--- src/rtl/dqsr_pkg.sv ---
`timescale 1ns / 1ps
// ----------------------------------------------------------------------------
// dqsr_pkg: shared types and constants of the double-ended queue
// Ring depth, index helpers, request codes and the result word layout.
// ----------------------------------------------------------------------------
package dqsr_pkg;

  localparam int DEPTH   = 32;
  localparam int DATA_W  = 32;
  localparam int IDX_W   = (DEPTH > 1) ? $clog2(DEPTH) : 1;
  localparam int CNT_W   = $clog2(DEPTH + 1);
  localparam int FIELD_W = 6;

  typedef logic [IDX_W-1:0] idx_t;
  typedef logic [CNT_W-1:0] cnt_t;

  typedef enum logic [1:0] {
    REQ_PUSH_BACK  = 2'd0,
    REQ_POP_BACK   = 2'd1,
    REQ_PUSH_FRONT = 2'd2,
    REQ_POP_FRONT  = 2'd3
  } req_kind_t;

  typedef struct packed {
    logic                     accepted;
    logic [FIELD_W-1:0]       fill_count;
    logic signed [DATA_W-1:0] front_value;
    logic signed [DATA_W-1:0] back_value;
    logic signed [DATA_W-1:0] sum_total;
    logic [FIELD_W-1:0]       run_count;
  } res_t;

  // Ring index step, valid for any depth, not only powers of two.
  function automatic idx_t idx_inc(input idx_t i);
    return (i == idx_t'(DEPTH - 1)) ? '0 : idx_t'(i + 1'b1);
  endfunction

  function automatic idx_t idx_dec(input idx_t i);
    return (i == '0) ? idx_t'(DEPTH - 1) : idx_t'(i - 1'b1);
  endfunction

endpackage

--- src/rtl/dqsr_ram.sv ---
`timescale 1ns / 1ps
// ----------------------------------------------------------------------------
// dqsr_ram: generic RAM, one write port and two registered read ports
// A read of the address written in the same cycle returns the new word.
// ----------------------------------------------------------------------------
module dqsr_ram #(
  parameter int WIDTH = 32,
  parameter int DEPTH = 32
) (
  input  logic                                     clk,
  input  logic                                     we,
  input  logic [((DEPTH > 1) ? $clog2(DEPTH) : 1)-1:0] waddr,
  input  logic [WIDTH-1:0]                         wdata,
  input  logic [((DEPTH > 1) ? $clog2(DEPTH) : 1)-1:0] raddr_a,
  output logic [WIDTH-1:0]                         rdata_a,
  input  logic [((DEPTH > 1) ? $clog2(DEPTH) : 1)-1:0] raddr_b,
  output logic [WIDTH-1:0]                         rdata_b
);

  logic [WIDTH-1:0] mem [DEPTH];

  always_ff @(posedge clk) begin
    if (we) begin
      mem[waddr] <= wdata;
    end
    if (we && (waddr == raddr_a)) begin
      rdata_a <= wdata;
    end else begin
      rdata_a <= mem[raddr_a];
    end
    if (we && (waddr == raddr_b)) begin
      rdata_b <= wdata;
    end else begin
      rdata_b <= mem[raddr_b];
    end
  end

endmodule

--- src/rtl/dqsr_core.sv ---
`timescale 1ns / 1ps
// ----------------------------------------------------------------------------
// dqsr_core: ring pointers, running sum, descent count and end values
// Applies one request per cycle and presents the result word for it.
// ----------------------------------------------------------------------------
module dqsr_core (
  input  logic                              clk,
  input  logic                              rst,
  input  logic                              fire,
  input  dqsr_pkg::req_kind_t               kind,
  input  logic signed [dqsr_pkg::DATA_W-1:0] value,
  output dqsr_pkg::res_t                    result
);

  dqsr_pkg::idx_t front_index, front_index_next;
  dqsr_pkg::idx_t back_index, back_index_next;
  dqsr_pkg::cnt_t held_count, held_count_next;
  dqsr_pkg::cnt_t descent_runs, descent_runs_next;
  logic signed [dqsr_pkg::DATA_W-1:0] running_sum, running_sum_next;
  logic signed [dqsr_pkg::DATA_W-1:0] front_val, front_val_next;
  logic signed [dqsr_pkg::DATA_W-1:0] back_val, back_val_next;

  // Neighbors of the two ends, fetched for the state that is current now.
  logic signed [dqsr_pkg::DATA_W-1:0] second_val, second_last_val;
  logic [dqsr_pkg::DATA_W-1:0]        rdata_a, rdata_b;

  logic           empty, full, ok, apply;
  logic           wr_en;
  dqsr_pkg::idx_t wr_addr;
  dqsr_pkg::cnt_t run_sum;

  assign second_val      = $signed(rdata_a);
  assign second_last_val = $signed(rdata_b);

  assign empty = (held_count == '0);
  assign full  = (held_count == dqsr_pkg::cnt_t'(dqsr_pkg::DEPTH));

  always_comb begin
    front_index_next  = front_index;
    back_index_next   = back_index;
    held_count_next   = held_count;
    descent_runs_next = descent_runs;
    running_sum_next  = running_sum;
    front_val_next    = front_val;
    back_val_next     = back_val;
    wr_en             = 1'b0;
    wr_addr           = dqsr_pkg::idx_inc(back_index);
    ok                = 1'b0;

    unique case (kind)
      dqsr_pkg::REQ_PUSH_BACK: begin
        ok = !full;
      end
      dqsr_pkg::REQ_PUSH_FRONT: begin
        ok = !full;
      end
      dqsr_pkg::REQ_POP_BACK: begin
        ok = !empty;
      end
      dqsr_pkg::REQ_POP_FRONT: begin
        ok = !empty;
      end
      default: begin
        ok = 1'b0;
      end
    endcase
    apply = fire && ok;

    if (apply) begin
      unique case (kind)
        dqsr_pkg::REQ_PUSH_BACK: begin
          if (!empty && (back_val > value)) begin
            descent_runs_next = dqsr_pkg::cnt_t'(descent_runs + 1'b1);
          end
          wr_en            = 1'b1;
          wr_addr          = dqsr_pkg::idx_inc(back_index);
          back_index_next  = dqsr_pkg::idx_inc(back_index);
          held_count_next  = dqsr_pkg::cnt_t'(held_count + 1'b1);
          running_sum_next = running_sum + value;
          back_val_next    = value;
          if (empty) begin
            front_val_next = value;
          end
        end
        dqsr_pkg::REQ_PUSH_FRONT: begin
          if (!empty && (value > front_val)) begin
            descent_runs_next = dqsr_pkg::cnt_t'(descent_runs + 1'b1);
          end
          wr_en            = 1'b1;
          wr_addr          = dqsr_pkg::idx_dec(front_index);
          front_index_next = dqsr_pkg::idx_dec(front_index);
          held_count_next  = dqsr_pkg::cnt_t'(held_count + 1'b1);
          running_sum_next = running_sum + value;
          front_val_next   = value;
          if (empty) begin
            back_val_next = value;
          end
        end
        dqsr_pkg::REQ_POP_BACK: begin
          if ((held_count >= dqsr_pkg::cnt_t'(2)) && (second_last_val > back_val)) begin
            descent_runs_next = dqsr_pkg::cnt_t'(descent_runs - 1'b1);
          end
          back_index_next  = dqsr_pkg::idx_dec(back_index);
          held_count_next  = dqsr_pkg::cnt_t'(held_count - 1'b1);
          running_sum_next = running_sum - back_val;
          back_val_next    = second_last_val;
        end
        dqsr_pkg::REQ_POP_FRONT: begin
          if ((held_count >= dqsr_pkg::cnt_t'(2)) && (front_val > second_val)) begin
            descent_runs_next = dqsr_pkg::cnt_t'(descent_runs - 1'b1);
          end
          front_index_next = dqsr_pkg::idx_inc(front_index);
          held_count_next  = dqsr_pkg::cnt_t'(held_count - 1'b1);
          running_sum_next = running_sum - front_val;
          front_val_next   = second_val;
        end
        default: begin
          held_count_next = held_count;
        end
      endcase
      if (held_count_next == '0) begin
        descent_runs_next = '0;
      end
    end
  end

  always_ff @(posedge clk) begin
    if (rst) begin
      front_index  <= '0;
      back_index   <= dqsr_pkg::idx_t'(dqsr_pkg::DEPTH - 1);
      held_count   <= '0;
      descent_runs <= '0;
      running_sum  <= '0;
    end else begin
      front_index  <= front_index_next;
      back_index   <= back_index_next;
      held_count   <= held_count_next;
      descent_runs <= descent_runs_next;
      running_sum  <= running_sum_next;
    end
  end

  always_ff @(posedge clk) begin
    front_val <= front_val_next;
    back_val  <= back_val_next;
  end

  // The read addresses follow the next state, so the neighbors of both ends
  // are ready in the cycle that state becomes current.
  dqsr_ram #(
    .WIDTH (dqsr_pkg::DATA_W),
    .DEPTH (dqsr_pkg::DEPTH)
  ) u_slots (
    .clk     (clk),
    .we      (wr_en),
    .waddr   (wr_addr),
    .wdata   (value),
    .raddr_a (dqsr_pkg::idx_inc(front_index_next)),
    .rdata_a (rdata_a),
    .raddr_b (dqsr_pkg::idx_dec(back_index_next)),
    .rdata_b (rdata_b)
  );

  assign run_sum = dqsr_pkg::cnt_t'(descent_runs_next + 1'b1);

  always_comb begin
    result.accepted   = ok;
    result.fill_count = dqsr_pkg::FIELD_W'(held_count_next);
    result.sum_total  = running_sum_next;
    if (held_count_next == '0) begin
      result.front_value = '0;
      result.back_value  = '0;
      result.run_count   = '0;
    end else begin
      result.front_value = front_val_next;
      result.back_value  = back_val_next;
      result.run_count   = dqsr_pkg::FIELD_W'(run_sum);
    end
  end

endmodule

--- src/rtl/deque_with_sum_and_runs.sv ---
`timescale 1ns / 1ps
// ----------------------------------------------------------------------------
// deque_with_sum_and_runs: bounded double-ended queue with sum and run count
// Push and pop at either end of a ring store; each request returns one word.
// ----------------------------------------------------------------------------
//
//   channel   handshake              payload
//   request   req_valid / req_stall  req_type, value
//   result    res_valid / res_stall  accepted, fill_count, front_value,
//                                    back_value, sum_total, run_count
//
// One request is taken per cycle while req_stall is low; its result word appears
// in the result register in the cycle after. The whole update (ring pointers,
// sum, descent count and both end values) is computed combinationally in the cycle the request is taken.
// Reset clears the pointers, counts and sum; the slot memory is not cleared.
// A request is taken whenever the result register is empty or drains in the
// same cycle; otherwise req_stall is raised.
module deque_with_sum_and_runs (
  input  logic                               clk,
  input  logic                               rst,
  input  logic                               req_valid,
  output logic                               req_stall,
  input  logic [1:0]                         req_type,
  input  logic signed [dqsr_pkg::DATA_W-1:0] value,
  output logic                               res_valid,
  input  logic                               res_stall,
  output logic                               accepted,
  output logic [dqsr_pkg::FIELD_W-1:0]       fill_count,
  output logic signed [dqsr_pkg::DATA_W-1:0] front_value,
  output logic signed [dqsr_pkg::DATA_W-1:0] back_value,
  output logic signed [dqsr_pkg::DATA_W-1:0] sum_total,
  output logic [dqsr_pkg::FIELD_W-1:0]       run_count
);

  logic           fire;
  dqsr_pkg::res_t core_result;
  dqsr_pkg::res_t res_word;

  assign req_stall = res_valid && res_stall;
  assign fire      = req_valid && !req_stall;

  dqsr_core u_core (
    .clk    (clk),
    .rst    (rst),
    .fire   (fire),
    .kind   (dqsr_pkg::req_kind_t'(req_type)),
    .value  (value),
    .result (core_result)
  );

  always_ff @(posedge clk) begin
    if (rst) begin
      res_valid <= 1'b0;
    end else if (fire) begin
      res_valid <= 1'b1;
    end else if (!res_stall) begin
      res_valid <= 1'b0;
    end
  end

  always_ff @(posedge clk) begin
    if (fire) begin
      res_word <= core_result;
    end
  end

  assign accepted    = res_word.accepted;
  assign fill_count  = res_word.fill_count;
  assign front_value = res_word.front_value;
  assign back_value  = res_word.back_value;
  assign sum_total   = res_word.sum_total;
  assign run_count   = res_word.run_count;

endmodule

--- config.mk ---
export PLATFORM = sky130hd
export DESIGN_NAME = deque_with_sum_and_runs
export DESIGN_NICKNAME = d
export VERILOG_FILES = /design/src/rtl/dqsr_pkg.sv /design/src/rtl/dqsr_ram.sv /design/src/rtl/dqsr_core.sv /design/src/rtl/deque_with_sum_and_runs.sv
export SDC_FILE = /design/constraint.sdc
export NUM_CORES = 2
export LEC_CHECK = 0
export ABC_AREA = 0
export BUFFER_PORTS_ARGS = -buffer_cell sky130_fd_sc_hd__buf_2
export CAP_MARGIN = 5
export CORE_MARGIN = 2
export CORE_UTILIZATION = 25
export CTS_CLUSTER_SIZE = 20
export DETAILED_ROUTE_END_ITERATION = 10
export PLACE_DENSITY = 0.44
export SYNTH_ARGS = -nofsm -noshare
export SYNTH_HDL_FRONTEND = slang
export SYNTH_SLANG_ARGS = --single-unit
--- constraint.sdc ---
create_clock -name clk -period 8.2 [get_ports clk]
set_input_delay 1.23 -clock clk [delete_from_list [all_inputs] [get_ports clk]]
set_output_delay 1.23 -clock clk [all_outputs]
set_load 0.05 [all_outputs]
==> flow_summary.json <==
{
  "status": "complete, no violations",
  "grt_overflow": 0,
  "synth_flop_cell": "edfxtp_1",
  "num_io_pins": 149,
  "wirelength_mm": 219,
  "end_kind": "flip-flop",
  "post-synth-top-count-cell": "edfxtp_1",
  "yosysWarnings": 0,
  "netlist_area_um2": 63000,
  "cts_buffers": 143,
  "clkLatencyLatePin_ps": 820,
  "syn2layout_area_growth_pct": 16.9,
  "grt_max_degree": 67,
  "hpwlAfterDp_mm": 139,
  "setup_violations": 0,
  "dr.pass1.iters": 5,
  "drt_iter0_drc": 4107,
  "final.period_utilization_pct": 83.7,
  "die_h_um": 506,
  "place_ws_ps": 1200,
  "hold_slack_ps": 481,
  "ant_nets": 0,
  "required_ps": 8760,
  "fin_ws_ps": 1330,
  "synth_top_area_share_pct": 54.0,
  "num_vias": 38400,
  "seq_area_frac_synth_pct": 58.1,
  "drc_errors": 0,
  "syn_inst": 3843,
  "synth.distinct_cells": 80,
  "tightest_slew_ps": 1180,
  "grt_pass1_wl_mm": 308,
  "synth-edff-count": 1133,
  "regToRegSetupSlack_ps": 1330,
  "fmax_mhz": 146,
  "synth_top_cell_by_area": "edfxtp_1",
  "clock-skew-final_ps": 54.8,
  "final_max_slew_viol_count": 0,
  "min_period_ps": 6870,
  "grt_pass1_vias": 39000,
  "clkTransAtPathRegs_ps": 60,
  "core_um2": 251000,
  "cap_violations": 0,
  "die_w_um": 506,
  "criticalPathCategory": "reg -> reg",
  "antenna_found_initial": 23,
  "ys_ff_latch": 1262,
  "start_util_pct": 25.1,
  "power_leakage_nw": 24.1,
  "routed_via_density": 5.10,
  "ys_top_cells_by_count": "1133 x edfxtp_1, 640 x mux4_2, 236 x nand2_1",
  "dieArea_um2": 256000,
  "post-cts-setup-buffers": 0,
  "clock-sinks": 1262,
  "drive_gt1_share_pct": 30.4,
  "root_buffer": "clkbuf_16",
  "power.density_nw_per_um2": 313,
  "wl_per_cell_um": 29.1,
  "avgSynthCellArea_um2": 16.4,
  "ctsHoldBuffers": 0,
  "cts_resized": 0,
  "synthArstFlopShare_pct": 0,
  "tns_ps": 0,
  "synth_nets": 4060,
  "cts_tree": "built",
  "portBuffers": 148,
  "worstPathMaxFanout": 28,
  "vdd_drop_max_uv": 153,
  "maxSlewHeadroom_pct": 21.1,
  "htree_levels": 4,
  "track_usage_pct": 16.9,
  "crit_arrival_ps": 7430,
  "synth.area.top_cells": "edfxtp_1 54%, mux4_2 23%, dfxtp_1 4.1%, ha_1 3.5%, nand2_1 1.4%",
  "hold_viol_final": 0,
  "critPathLaunchType": "flip-flop",
  "cts_max_path_buffers": 3,
  "hold_class": "reg -> reg",
  "std_cell_rows": 184,
  "gp_congestion": 0.842,
  "rsz0062_at_grt": "no",
  "nets": 4280
}
-- final timing paths --
check	startpoint	end	depth (start not counted)
worst max-delay path	flip-flop	run_count[5]	18
worst min-delay path	u_core.running_sum[18]	u_core.running_sum[18]	2
worst min register to register	u_core.running_sum[18]	u_core.running_sum[18]	2
worst max register to register	flip-flop	run_count[5]	18
-- flip-flops by register name (all words and copies together), names as in the netlist, 32 cells and up, named ones only --
register            flops
u_core.front_val       32
front_value            32
u_core.u_slots.mem   1024
back_value             32
sum_total              32
u_core.running_sum     32
u_core.back_val        32
-- cells by family after synthesis --
family | share of synthesized area, %
multiplexers | 24.4
XOR/XNOR | 0.931
buffers and inverters | 2.22
adder cells (fa/ha/maj) | 3.58
AND/OR/NAND/NOR | 5.39
flip-flops | 58.1
AO/OA/AOI/OAI | 5.37
-- through the flow --
stage / total power, mW / std cells / cell area, um^2 / utilization [%]
after global placement: 16.8 / 7266 / 69100 / 27.5
after floorplan: 13.7 / 3843 / 63000 / -
after global routing: 24.1 / 7526 / 73700 / 29.4
after detailed placement: 16.8 / 7266 / 69100 / 27.5
after CTS: 23.2 / 7523 / 73700 / 29.4
final: 23.0 / 7527 / 73700 / 29.4
-- layout by cell type, fill, tap and decap left out, types with 18 or more instances in the layout --
master	count
nor2_1	131
inv_1	134
ha_1	177
nor4_1	18
nor2_4	34
buf_4	124
o21a_1	39
a21oi_1	115
nor2b_1	38
edfxtp_1	1133
mux2_2	38
o21ai_0	138
xnor2_1	54
clkbuf_1	19
a31oi_1	38
dfxtp_1	119
clkbuf_16	143
buf_2	147
nand3_1	37
mux4_2	640
nand4_1	27
clkinv_1	32
mux2i_1	55
nor3_1	35
o211ai_1	48
and2_1	73
a21o_1	27
clkinv_2	21
nand2_1	235
buf_12	38
-- metal layers --
| layer | wire (um) | global-route usage, % | vias up |
|---|---|---|---|
| li1 | - | - | 16200 |
| met1 | 98100 | 23.7 | 20600 |
| met2 | 104000 | 27.4 | 1367 |
| met3 | 12000 | 2.42 | 259 |
| met4 | 4760 | 4.36 | 8 |
| met5 | 53 | 0 | - |
-- final cells by class --
| type | count | area (um^2) |
|---|---|---|
| flip-flops and latches | 1262 | 36600 |
| inverters | 136 | 513 |
| repair buffers | 309 | 2430 |
| fillers | 24900 | 177000 |
| well taps | 3348 | 4190 |
| clock buffers | 164 | 3680 |
| clock inverters | 93 | 926 |
| multi-input cells | 2211 | 25300 |
| diodes | 4 | 10.0 |
-- worst max-delay path, cell delays in order (launching register included) --
cell	delay [ps]
dfxtp_4	720
buf_12	330
buf_12	270
mux4_2	550
mux4_2	510
mux2i_1	640
ha_1	220
nand4_1	120
nor4_1	490
buf_4	220
a31o_2	260
nand2b_1	190
a211oi_1	90
a211oi_1	240
nor3_1	120
or4b_2	720
a2111oi_4	400
nand3b_1	130
mux2_1	330
-- report_power, final --
group          internal (mW)  total [mW]  switching, mW  leakage [nW]
combinational           3.49        8.47           4.98          10.5
clock                   3.60        6.40           2.80          2.23
sequential              7.58        8.17          0.592          11.4
total                   14.7        23.0           8.37          24.1
(Power assumes the default switching activity.)
